<file path="config.mk">
export PLATFORM = sky130hd
export DESIGN_NAME = glyph_atlas_shelf_packer
export DESIGN_NICKNAME = d
export VERILOG_FILES = /design/src/gasp_pkg.sv /design/src/glyph_atlas_shelf_packer.sv
export SDC_FILE = /design/constraint.sdc
export NUM_CORES = 2
export LEC_CHECK = 0
export BUFFER_PORTS_ARGS = -buffer_cell sky130_fd_sc_hd__buf_4
export CAP_MARGIN = 20
export CORE_UTILIZATION = 25
export CTS_CLUSTER_SIZE = 40
export DETAILED_ROUTE_END_ITERATION = 8
export PLACE_DENSITY_LB_ADDON = 0.12
export REMOVE_ABC_BUFFERS = 1
export SLEW_MARGIN = 15
export SYNTH_ARGS = -nofsm -noshare
export SYNTH_HDL_FRONTEND = slang
export SYNTH_SLANG_ARGS = --single-unit
</file>
<file path="constraint.sdc">
create_clock -name clk -period 8.73 [get_ports clk]
set_input_delay 0 -clock clk [delete_from_list [all_inputs] [get_ports clk]]
set_output_delay 0 -clock clk [all_outputs]
set_load 0.1 [all_outputs]
</file>
<file path="src/gasp_pkg.sv">
// Shared field widths, register indexes and reset values for the glyph atlas shelf packer.
`timescale 1ns / 1ps

package gasp_pkg;

    localparam int GLYPH_W     = 11;
    localparam int ATLAS_OUT_W = 2;
    localparam int POS_X_W     = 11;
    localparam int POS_Y_W     = 10;

    localparam int ROW_HEIGHT_W = 11;
    localparam int GLYPH_GAP_W  = 8;

    localparam int CFG_IDX_W  = 2;
    localparam int CFG_DATA_W = 11;

    localparam logic [CFG_IDX_W-1:0] REG_ROW_HEIGHT = 2'd0;
    localparam logic [CFG_IDX_W-1:0] REG_GLYPH_GAP  = 2'd1;

    localparam logic [ROW_HEIGHT_W-1:0] ROW_HEIGHT_RST = 11'd64;
    localparam logic [GLYPH_GAP_W-1:0]  GLYPH_GAP_RST  = 8'd2;

endpackage

</file>
<file path="src/glyph_atlas_shelf_packer.sv">
// Top level of the glyph atlas shelf packer: first-fit shelf scan over a row memory.
`timescale 1ns / 1ps
//
//  Channel  Direction  Handshake              Payload
//  cfg      in         cfg_valid / cfg_ready  cfg_index, cfg_data
//  in       in         in_valid / in_ready    glyph_width
//  out      out        out_valid / out_ready  atlas_index, pos_x, pos_y, opened_row,
//                                             opened_atlas, full_res
//
//  One item is worked on at a time. A glyph wider than an atlas is committed as full.
//  Otherwise the open rows are read one at a time through the single read port of
//  the row memory, and checked for width atlas by atlas; if none fits, the open
//  atlases are searched in turn for room for a new row, else a new atlas is opened
//  if one is left, else the item is full. The commit waits while a result is still
//  held in the output register. Reset clears the atlas and row tables at once; row
//  memory entries are written before they are ever read, so it needs no clearing.

module glyph_atlas_shelf_packer
    import gasp_pkg::*;
#(
    parameter int ATLAS_WIDTH  = 1024,
    parameter int ATLAS_HEIGHT = 1024,
    parameter int MAX_ATLASES  = 4,
    parameter int MAX_ROWS     = 16
) (
    input  logic                    clk,
    input  logic                    rst_n,

    input  logic                    cfg_valid,
    output logic                    cfg_ready,
    input  logic [CFG_IDX_W-1:0]    cfg_index,
    input  logic [CFG_DATA_W-1:0]   cfg_data,

    input  logic                    in_valid,
    output logic                    in_ready,
    input  logic [GLYPH_W-1:0]      glyph_width,

    output logic                    out_valid,
    input  logic                    out_ready,
    output logic [ATLAS_OUT_W-1:0]  atlas_index,
    output logic [POS_X_W-1:0]      pos_x,
    output logic [POS_Y_W-1:0]      pos_y,
    output logic                    opened_row,
    output logic                    opened_atlas,
    output logic                    full_res
);

    localparam int FILL_W    = $clog2(ATLAS_WIDTH + 2);
    localparam int TOP_W     = $clog2(ATLAS_HEIGHT + 2);
    localparam int MEM_W     = TOP_W + FILL_W;
    localparam int FIT_W     = $clog2(2 * ATLAS_WIDTH + 2);
    localparam int FSUM_W    = $clog2(2 * ATLAS_WIDTH + 259);
    localparam int TSUM_W    = $clog2(ATLAS_HEIGHT + 2304);
    localparam int ATLAS_W   = (MAX_ATLASES > 1) ? $clog2(MAX_ATLASES) : 1;
    localparam int CNT_W     = $clog2(MAX_ATLASES + 1);
    localparam int ROW_IDX_W = (MAX_ROWS > 1) ? $clog2(MAX_ROWS) : 1;
    localparam int ROW_CNT_W = $clog2(MAX_ROWS + 1);
    localparam int SLOTS     = MAX_ATLASES * MAX_ROWS;
    localparam int SLOT_W    = (SLOTS > 1) ? $clog2(SLOTS) : 1;

    localparam logic [1:0] S_IDLE = 2'd0;
    localparam logic [1:0] S_SCAN = 2'd1;
    localparam logic [1:0] S_ROOM = 2'd2;
    localparam logic [1:0] S_DONE = 2'd3;

    // Configuration registers.
    logic [ROW_HEIGHT_W-1:0] row_height_reg;
    logic [GLYPH_GAP_W-1:0]  glyph_gap_reg;

    // Atlas tables.
    logic [CNT_W-1:0]     atlas_count_reg;
    logic [ROW_CNT_W-1:0] rows_reg [MAX_ATLASES];
    logic [TOP_W-1:0]     next_top_reg [MAX_ATLASES];

    // Row memory: {row top, row fill} per slot.
    logic [MEM_W-1:0]  row_mem [SLOTS];
    logic [MEM_W-1:0]  rd_data_reg;
    logic              rd_en;
    logic [SLOT_W-1:0] rd_addr;
    logic              wr_en;
    logic [MEM_W-1:0]  wr_data;

    // Sequencer.
    logic [1:0]           state_reg, state_next;
    logic [GLYPH_W-1:0]   w_reg, w_next;
    logic [CNT_W-1:0]     a_reg, a_next;
    logic [ROW_CNT_W-1:0] r_reg, r_next;
    logic                 chk_vld_reg, chk_vld_next;
    logic [SLOT_W-1:0]    chk_slot_reg, chk_slot_next;
    logic [ATLAS_W-1:0]   chk_atlas_reg, chk_atlas_next;

    // Pending result.
    logic [ATLAS_W-1:0] res_atlas_reg, res_atlas_next;
    logic [SLOT_W-1:0]  res_slot_reg, res_slot_next;
    logic [FILL_W-1:0]  res_fill_reg, res_fill_next;
    logic [TOP_W-1:0]   res_top_reg, res_top_next;
    logic               res_new_row_reg, res_new_row_next;
    logic               res_new_atlas_reg, res_new_atlas_next;
    logic               res_full_reg, res_full_next;

    // Output register.
    logic                   out_valid_reg, out_valid_next;
    logic [ATLAS_OUT_W-1:0] atlas_index_reg;
    logic [POS_X_W-1:0]     pos_x_reg;
    logic [POS_Y_W-1:0]     pos_y_reg;
    logic                   opened_row_reg;
    logic                   opened_atlas_reg;
    logic                   full_res_reg;

    logic [ATLAS_W-1:0]   a_idx;
    logic [ROW_IDX_W-1:0] r_idx;
    logic [SLOT_W-1:0]    scan_slot;
    logic [ROW_CNT_W-1:0] cur_rows;
    logic [TOP_W-1:0]     cur_top;
    logic [FILL_W-1:0]    rd_fill;
    logic [TOP_W-1:0]     rd_top;
    logic [FIT_W-1:0]     fit_sum;
    logic                 hit;
    logic [TSUM_W-1:0]    room_sum;
    logic                 room_ok;
    logic                 row_fits_atlas;
    logic                 accept;
    logic                 commit;
    logic [FSUM_W-1:0]    fill_sum;
    logic [FILL_W-1:0]    fill_new;
    logic [TSUM_W-1:0]    top_sum;
    logic [TOP_W-1:0]     top_new;
    logic [31:0]          atlas_ext;
    logic [31:0]          fill_ext;
    logic [31:0]          top_ext;

    assign cfg_ready = 1'b1;
    assign in_ready  = (state_reg == S_IDLE);
    assign accept    = in_valid && in_ready;
    assign commit    = (state_reg == S_DONE) && (!out_valid_reg || out_ready);

    assign a_idx     = a_reg[ATLAS_W-1:0];
    assign r_idx     = r_reg[ROW_IDX_W-1:0];
    assign scan_slot = SLOT_W'(int'(a_idx) * MAX_ROWS + int'(r_idx));
    assign cur_rows  = rows_reg[a_idx];
    assign cur_top   = next_top_reg[a_idx];

    assign rd_fill = rd_data_reg[FILL_W-1:0];
    assign rd_top  = rd_data_reg[MEM_W-1:FILL_W];
    assign fit_sum = FIT_W'(rd_fill) + FIT_W'(w_reg);
    assign hit     = chk_vld_reg && (fit_sum <= FIT_W'(ATLAS_WIDTH));

    assign room_sum       = TSUM_W'(cur_top) + TSUM_W'(row_height_reg);
    assign room_ok        = (cur_rows < ROW_CNT_W'(MAX_ROWS))
                            && (room_sum <= TSUM_W'(ATLAS_HEIGHT));
    assign row_fits_atlas = (TSUM_W'(row_height_reg) <= TSUM_W'(ATLAS_HEIGHT));

    // Both counters saturate one above their limit, which fails every later fit test.
    assign fill_sum = FSUM_W'(res_fill_reg) + FSUM_W'(w_reg) + FSUM_W'(glyph_gap_reg);
    assign fill_new = (fill_sum > FSUM_W'(ATLAS_WIDTH)) ? FILL_W'(ATLAS_WIDTH + 1)
                                                        : fill_sum[FILL_W-1:0];
    assign top_sum  = TSUM_W'(res_top_reg) + TSUM_W'(row_height_reg)
                      + TSUM_W'(glyph_gap_reg);
    assign top_new  = (top_sum > TSUM_W'(ATLAS_HEIGHT)) ? TOP_W'(ATLAS_HEIGHT + 1)
                                                        : top_sum[TOP_W-1:0];

    assign wr_en   = commit && !res_full_reg;
    assign wr_data = {res_top_reg, fill_new};

    assign atlas_ext = 32'(res_atlas_reg);
    assign fill_ext  = 32'(res_fill_reg);
    assign top_ext   = 32'(res_top_reg);

    always_comb
    begin
        state_next         = state_reg;
        w_next             = w_reg;
        a_next             = a_reg;
        r_next             = r_reg;
        chk_vld_next       = chk_vld_reg;
        chk_slot_next      = chk_slot_reg;
        chk_atlas_next     = chk_atlas_reg;
        res_atlas_next     = res_atlas_reg;
        res_slot_next      = res_slot_reg;
        res_fill_next      = res_fill_reg;
        res_top_next       = res_top_reg;
        res_new_row_next   = res_new_row_reg;
        res_new_atlas_next = res_new_atlas_reg;
        res_full_next      = res_full_reg;
        rd_en              = 1'b0;
        rd_addr            = scan_slot;

        case (state_reg)
            S_IDLE:
            begin
                if (accept)
                begin
                    w_next             = glyph_width;
                    a_next             = '0;
                    r_next             = '0;
                    chk_vld_next       = 1'b0;
                    res_atlas_next     = '0;
                    res_slot_next      = '0;
                    res_fill_next      = '0;
                    res_top_next       = '0;
                    res_new_row_next   = 1'b0;
                    res_new_atlas_next = 1'b0;
                    res_full_next      = 1'b0;
                    if (32'(glyph_width) > 32'(ATLAS_WIDTH))
                    begin
                        res_full_next = 1'b1;
                        state_next    = S_DONE;
                    end
                    else
                    begin
                        state_next = S_SCAN;
                    end
                end
            end

            S_SCAN:
            begin
                // Reads are issued back to back; each one is checked in the cycle after it is issued.
                if (hit)
                begin
                    chk_vld_next   = 1'b0;
                    res_atlas_next = chk_atlas_reg;
                    res_slot_next  = chk_slot_reg;
                    res_fill_next  = rd_fill;
                    res_top_next   = rd_top;
                    state_next     = S_DONE;
                end
                else if (a_reg < atlas_count_reg)
                begin
                    if (r_reg < cur_rows)
                    begin
                        rd_en          = 1'b1;
                        chk_vld_next   = 1'b1;
                        chk_slot_next  = scan_slot;
                        chk_atlas_next = a_idx;
                        r_next         = r_reg + ROW_CNT_W'(1);
                    end
                    else
                    begin
                        chk_vld_next = 1'b0;
                        a_next       = a_reg + CNT_W'(1);
                        r_next       = '0;
                    end
                end
                else
                begin
                    chk_vld_next = 1'b0;
                    if (!chk_vld_reg)
                    begin
                        a_next     = '0;
                        state_next = S_ROOM;
                    end
                end
            end

            S_ROOM:
            begin
                if (a_reg < atlas_count_reg)
                begin
                    if (room_ok)
                    begin
                        res_atlas_next   = a_idx;
                        res_slot_next    = SLOT_W'(int'(a_idx) * MAX_ROWS
                                                   + int'(cur_rows[ROW_IDX_W-1:0]));
                        res_fill_next    = '0;
                        res_top_next     = cur_top;
                        res_new_row_next = 1'b1;
                        state_next       = S_DONE;
                    end
                    else
                    begin
                        a_next = a_reg + CNT_W'(1);
                    end
                end
                else
                begin
                    if ((atlas_count_reg < CNT_W'(MAX_ATLASES)) && row_fits_atlas)
                    begin
                        res_atlas_next     = atlas_count_reg[ATLAS_W-1:0];
                        res_slot_next      = SLOT_W'(int'(atlas_count_reg[ATLAS_W-1:0])
                                                     * MAX_ROWS);
                        res_fill_next      = '0;
                        res_top_next       = '0;
                        res_new_row_next   = 1'b1;
                        res_new_atlas_next = 1'b1;
                    end
                    else
                    begin
                        res_full_next = 1'b1;
                    end
                    state_next = S_DONE;
                end
            end

            S_DONE:
            begin
                if (commit)
                begin
                    state_next = S_IDLE;
                end
            end

            default:
            begin
                state_next = S_IDLE;
            end
        endcase
    end

    always_comb
    begin
        out_valid_next = out_valid_reg;
        if (commit)
        begin
            out_valid_next = 1'b1;
        end
        else if (out_ready)
        begin
            out_valid_next = 1'b0;
        end
    end

    // Control state and tables.
    always_ff @(posedge clk or negedge rst_n)
    begin
        if (!rst_n)
        begin
            state_reg       <= S_IDLE;
            chk_vld_reg     <= 1'b0;
            out_valid_reg   <= 1'b0;
            row_height_reg  <= ROW_HEIGHT_RST;
            glyph_gap_reg   <= GLYPH_GAP_RST;
            atlas_count_reg <= '0;
            for (int i = 0; i < MAX_ATLASES; i++)
            begin
                rows_reg[i]     <= '0;
                next_top_reg[i] <= '0;
            end
        end
        else
        begin
            state_reg     <= state_next;
            chk_vld_reg   <= chk_vld_next;
            out_valid_reg <= out_valid_next;

            if (cfg_valid && cfg_ready)
            begin
                case (cfg_index)
                    REG_ROW_HEIGHT: row_height_reg <= cfg_data[ROW_HEIGHT_W-1:0];
                    REG_GLYPH_GAP:  glyph_gap_reg  <= cfg_data[GLYPH_GAP_W-1:0];
                    default:        ;
                endcase
            end

            if (wr_en && res_new_row_reg)
            begin
                rows_reg[res_atlas_reg]     <= rows_reg[res_atlas_reg] + ROW_CNT_W'(1);
                next_top_reg[res_atlas_reg] <= top_new;
            end
            if (wr_en && res_new_atlas_reg)
            begin
                atlas_count_reg <= atlas_count_reg + CNT_W'(1);
            end
        end
    end

    // Payload registers.
    always_ff @(posedge clk)
    begin
        w_reg             <= w_next;
        a_reg             <= a_next;
        r_reg             <= r_next;
        chk_slot_reg      <= chk_slot_next;
        chk_atlas_reg     <= chk_atlas_next;
        res_atlas_reg     <= res_atlas_next;
        res_slot_reg      <= res_slot_next;
        res_fill_reg      <= res_fill_next;
        res_top_reg       <= res_top_next;
        res_new_row_reg   <= res_new_row_next;
        res_new_atlas_reg <= res_new_atlas_next;
        res_full_reg      <= res_full_next;
        if (commit)
        begin
            atlas_index_reg  <= atlas_ext[ATLAS_OUT_W-1:0];
            pos_x_reg        <= fill_ext[POS_X_W-1:0];
            pos_y_reg        <= top_ext[POS_Y_W-1:0];
            opened_row_reg   <= res_new_row_reg;
            opened_atlas_reg <= res_new_atlas_reg;
            full_res_reg     <= res_full_reg;
        end
    end

    // Row memory. A row is written at commit, before the next item can read it.
    always_ff @(posedge clk)
    begin
        if (wr_en)
        begin
            row_mem[res_slot_reg] <= wr_data;
        end
    end

    always_ff @(posedge clk)
    begin
        if (rd_en)
        begin
            rd_data_reg <= row_mem[rd_addr];
        end
    end

    assign out_valid    = out_valid_reg;
    assign atlas_index  = atlas_index_reg;
    assign pos_x        = pos_x_reg;
    assign pos_y        = pos_y_reg;
    assign opened_row   = opened_row_reg;
    assign opened_atlas = opened_atlas_reg;
    assign full_res     = full_res_reg;

endmodule

</file>
Yosys cells after proc, flatten, opt, wreduce, memory -nomap -nowiden
Memories as Yosys holds them, arrays and structs flattened. A register that Yosys moved wholly into a read port is not among the register bits.
Index checks and enable logic that the tools add are counted.
- $add $sub $neg: 12
- bitwise gates (word level): 3
- $mul: 0
- shifts and indexed selects: 0
- div/mod/pow operators: 0
- reductions and logical operators: 30
- order comparisons: 13
- equal/unequal tests: 20
- multiplexer cells: 82
- operators with widths (operator ; number):
    two-way mux 11 bit ; 13
    case mux 11 bit (3 select lines) ; 2
    adder 11 x 11 -> 12 bit ; 4
    two-way mux 5 bit ; 9
    bitwise mux 44 bit ; 1
    two-way mux 6 bit ; 5
    two-way mux 2 bit ; 13
    adder 12 x 8 -> 12 bit ; 2
    > comparator 12 x 11 -> 1 bit, second input constant ; 2
    less-or-equal comparator 12 x 11 -> 1 bit, second input constant ; 2
    binary-select mux 11 bit (select 2 bit) ; 1
    demux 11 bit (select 2 bit) ; 1
    two-way mux 3 bit ; 7
    binary-select mux 5 bit (select 2 bit) ; 2
    bitwise mux 20 bit ; 1
    AND reduction 4 bit ; 5
    inequality test 2 bit, second input constant ; 9
    inequality test 3 bit, second input constant ; 6
    case mux 6 bit (3 select lines) ; 1
    two-way mux 1 bit ; 17
    adder 6 x 4 -> 6 bit ; 2
    > comparator 11 bit, second input constant ; 1
    less-or-equal comparator 11 bit, second input constant ; 1
    adder 5 x 1 -> 5 bit, second input constant ; 2
    other kinds (27) ; 51
- memory bits (read-only): 0
- memories kept: 1
- bits of input ports: 29
- bits in latches: 0
- bits in registers: 176
- word-level logic and storage cells: 193
- bits in writable memories: 1408
- memories (name ; depth ; width ; read ports ; clocked after Yosys merged registers in ; write ports ; RTL line ; RTL):
    row_mem ; 64 ; 22 ; 1 ; 1 ; 1 ; glyph_atlas_shelf_packer.sv:76 ; logic [MEM_W-1:0] row_mem [SLOTS];

Logic depth before layout (Yosys ltp)
- depth after elaboration: 10
- mapped depth: 14

Least setup slack after synthesis
OpenSTA, ideal clock, no wires.
- path type: register to register
- start: register w_reg[1]
- end: memory row_mem[0][9] (netlist bit) (data pin)
- slack: 1634 ps
- arrival time: 6231 ps
- cell stages (with the launch flop): 13
- clock period less this slack: 7096 ps
- setup time: 865 ps
- path buffers: 0
- path through: edfxtp_1 -> fa_1 -> ha_1 -> inv_1 -> fa_1 -> nor2b_1 -> o21ai_0 -> a21boi_0 -> o21a_1 -> o211a_1 -> o21a_1 -> o211ai_1 -> nor4_1
- cells in the longest elaborated chain, start to end: 4
- ends and longest elaborated chain (item ; RTL line ; RTL):
    from (decl) ; glyph_atlas_shelf_packer.sv:85 ; logic [GLYPH_W-1:0] w_reg, w_next;
    from (signal assigned) ; glyph_atlas_shelf_packer.sv:370 ; w_reg <= w_next;
    adder 11 x 11 -> 12 bit (*) ; glyph_atlas_shelf_packer.sv:154 ; assign fill_sum = FSUM_W'(res_fill_reg) + FSUM_W'(w_reg) + FSUM_W'(glyph_gap_reg);
    adder 12 x 8 -> 12 bit (*) ; glyph_atlas_shelf_packer.sv:154 ;
    > comparator 12 x 11 -> 1 bit ; glyph_atlas_shelf_packer.sv:155 ; assign fill_new = (fill_sum > FSUM_W'(ATLAS_WIDTH)) ? FILL_W'(ATLAS_WIDTH + 1)
    two-way mux 11 bit (*) ; glyph_atlas_shelf_packer.sv:155 ;
    net fill_new[9] ; glyph_atlas_shelf_packer.sv:125 ; logic [FILL_W-1:0] fill_new;
    to (decl) ; glyph_atlas_shelf_packer.sv:76 ;
The timed path passes the listed nets; every way through them passes the cells marked *.

Final worst setup path
- start: register a_reg[1]
- end: register res_top_reg[6], enable pin
- cells in the longest elaborated chain, start to end: 9
- elaborated cells between the ends (all ways): 15
- those cells by class: 1 x add/sub; 3 x order compare; 2 x eq/ne; 6 x mux; 1 x bitwise; 2 x reduce/logical
- ends and longest elaborated chain (item ; RTL line ; RTL):
    from (decl) ; glyph_atlas_shelf_packer.sv:86 ; logic [CNT_W-1:0] a_reg, a_next;
    from (signal assigned) ; glyph_atlas_shelf_packer.sv:371 ; a_reg <= a_next;
    NOT 2 -> 3 bit (not written as such) ; glyph_atlas_shelf_packer.sv:140, glyph_atlas_shelf_packer.sv:141 ;
    binary-select mux 11 bit (select 2 bit) ; glyph_atlas_shelf_packer.sv:141 ; assign cur_top = next_top_reg[a_idx];
    two-way mux 11 bit (not written as such) (2 in series) ; glyph_atlas_shelf_packer.sv:141 ;
    adder 11 x 11 -> 12 bit ; glyph_atlas_shelf_packer.sv:148 ; assign room_sum = TSUM_W'(cur_top) + TSUM_W'(row_height_reg);
    less-or-equal comparator 12 x 11 -> 1 bit ; glyph_atlas_shelf_packer.sv:150 ; && (room_sum <= TSUM_W'(ATLAS_HEIGHT));
    logical AND 1 bit ; glyph_atlas_shelf_packer.sv:150 ;
    inequality test 3 bit (no source line) ; -- ;
    AND reduction 5 bit (no source line) (*) ; -- ;
    to (signal assigned) ; glyph_atlas_shelf_packer.sv:378 ; res_top_reg <= res_top_next;
    to (decl) ; glyph_atlas_shelf_packer.sv:96 ; logic [TOP_W-1:0] res_top_reg, res_top_next;
Every way passes the cells marked *; elsewhere a longest branch is shown, timed or not. The select of a mux whose other input is x is not followed.
A chain may end at the register's enable or synchronous reset.

==> flow_summary.yaml <==
run_status:
  outcome: "finished, final reports clean"
logic_synthesis:
  syn_area_sq_um: 63900
  synth_area_per_cell_sq_um: 21.8
  synthCells: 2927
  yosysMostFrequentCell: "edfxtp_1"
  synth.area.top_cells: "edfxtp_1 (71%), mux4_2 (17%), dfrtp_1 (3.4%)"
  yosys.cell_types.count: 62
  synth_seq_area_share_pct: 74.6
  ys_ff_latch: 1602
  synth.top_cell.area_share_pct: 71.1
  synthTopCellsByCount: "edfxtp_1 (1,512), mux4_2 (483), nand2_1 (107), nor2_1 (96), dfrtp_1 (88)"
  ys_async_sr_fraction_pct: 5.62
  yosysWarnings: 0
  synth_top_area_cell: "edfxtp_1"
  ys.flop_type: "edfxtp_1"
  synth_enable_flop_cells: 1512
placement:
  preCtsSetupSlack_ns: 3.69
  gp_congestion: 0.801
  io_buffers: 56
  hpwl_mm: 111
flow_run:
  cap_violations: 0
global_route:
  grt_max_degree: 130
  grt_pass1_vias: 33077
  grt_overflow: 0
  grt_pass1_wl_mm: 272
  grt_use_total_pct: 15.3
  antenna_found_initial: 14
critical_path:
  worst_path_max_delay_cell: "buf_4"
  critPathMaxStageDelay_ns: 0.68
  crit_path_end_kind: "flip-flop"
  worstPathRequired_ns: 9.17
  critPathLaunchType: "flip-flop"
  worstPathMaxFanout: 33
  crit_chain: "buf_4, mux4_2, ha_1, nor2b_1, a2111oi_0, o221ai_1, nor4_1, o211ai_1, a21oi_1, a21oi_1, nor2_2, buf_4"
  cp.arrival_ns: 5.55
  path_class: "reg -> reg"
die:
  placementRows: 185
  design.core.area_sq_um: 254000
  die_area_sq_um: 258000
  chipWidth_um: 507
  io_pins: 58
  die_h_um: 507
  start_util_pct: 25.2
timing:
  finalCritPeriodShare_pct: 58.6
  final.setup.tns_ns: 0
  slew_headroom_pct: 18.4
  tightest_slew_ns: 1.22
  setup_ws_ns: 3.62
  skew_ns: 0.0265
  hold_viol: 0
  rsz0062_at_grt: "false"
  min_period_ns: 5.11
  slew_viol_final: 0
  setup_viol: 0
  fmax_mhz: 196
cts:
  cts_setup_buffers: 0
  cts_tree: "done"
  cts_root_buffer: "clkbuf_16"
  clockBufferDepth: 3
  cts.repair.resized: 0
  cts.sinks: 1602
  clock_latency_ns: 0.82
  h-tree-depth: 4
  cts_made_buffers: 181
  clk_pin_slew_ns: 0.06
  hold_buffers: 56
final_layout:
  nNetsFinal: 3309
  largest_reg_flops: 1408
  syn_to_final_growth_pct: 18.5
  drive_above_1_share_pct: 30.9
drt:
  routed_wl_mm: 196
  drt_pass1_iterations: 5
  initialDrtViolationCount: 2580
  routedWlPerCell_um: 29.2
  remaining_drc_errors: 0
  vias: 31336
  antenna_left: 0
  vias_per_cell: 4.67
power:
  leakage_uw: 0.0238
  ir_worst_vdd_mv: 0.400
  power_density_nw_per_um2: 390
  power.total_uw: 29500
worst_hold_path:
  hold_path_class: "in -> reg"
-- per-layer routing --
metal | vias up | share of wire (%) | global-route usage [%]
met5 | - | 0.010 | 0
met4 | 2 | 1.9 | 3.57
met3 | 233 | 4.5 | 2.36
met2 | 873 | 50 | 26.1
met1 | 17379 | 43 | 20.2
li1 | 12849 | - | -
-- cell families (layout without fill, tap and decap cells) --
kind of cell	Yosys count	count (layout)	share of synthesized area [%]
AO/OA/AOI/OAI	194	194	2.15
XOR/XNOR	34	34	0.466
adder cells (fa/ha/maj)	82	82	1.84
buffers and inverters	180	593	1.07
flip-flops	1602	1602	74.6
multiplexers	513	513	17.6
other	1	10	0.00587
AND/OR/NAND/NOR	321	321	2.30
-- worst max-delay path: cells and delay by family, from the launching register on --
kind / cells / cell delay [ns]
buffers and inverters: 2 / 1.10
adder cells (fa/ha/maj): 1 / 0.37
multiplexers: 1 / 0.47
flip-flops: 1 / 0.66
AO/OA/AOI/OAI: 5 / 1.48
AND/OR/NAND/NOR: 3 / 0.61
-- through the flow --
stage	utilization (%)	area, sq um	hold slack, ns	cells
5_1_grt	29.8	75700	0.0302	6707
2_1_floorplan	-	63300	-0.296	2782
3_3_place_gp	27.3	69200	0.0449	6316
4_1_cts	29.7	75500	0.00274	6700
6_report	29.8	75700	0.0532	6715
3_5_place_dp	27.3	69300	0.0615	6319
-- final cells by class --
class,count,area (sq um)
diodes,9,22.5
multi-input cells,1145,15900
fillers,24343,178000
repair buffers,233,2110
clock inverters,93,827
well taps,3366,4210
flip-flops and latches,1602,47700
clock buffers,232,4860
inverters,35,131
-- where the power goes --
part           internal [uW]  total, uW  switching [uW]
Clock                   4300       7380            3080
Combinational           3490      10700            7200
Sequential             11100      11500             354
-- cells in the final DEF (no fill, tap or decap), types with 50 or more instances in the layout --
cell type,synthesis,layout
edfxtp_1,1512,1512
dlygate4sd3_1,0,55
buf_4,1,161
ha_1,62,62
dfrtp_1,88,88
nor2_2,0,50
o21ai_0,51,51
mux4_2,483,483
clkbuf_16,0,184
nand2_1,107,107
-- final timing paths --
kind	end	from	cells after the start	slack, ns
setup / recovery	res_top_reg[6]	a_reg[1]	12	3.62
hold / removal	glyph_gap_reg[4]	cfg_valid	3	0.05
setup reg to reg	res_top_reg[6]	a_reg[1]	12	3.62
hold reg to reg	pos_x[3]	res_fill_reg[3]	0	0.47
max in group asynchronous	rows_reg[7]	rst_n	4	7.75
min in group asynchronous	glyph_gap_reg[1]	rst_n	3	0.32
Power figures use the tool's default switching activity.
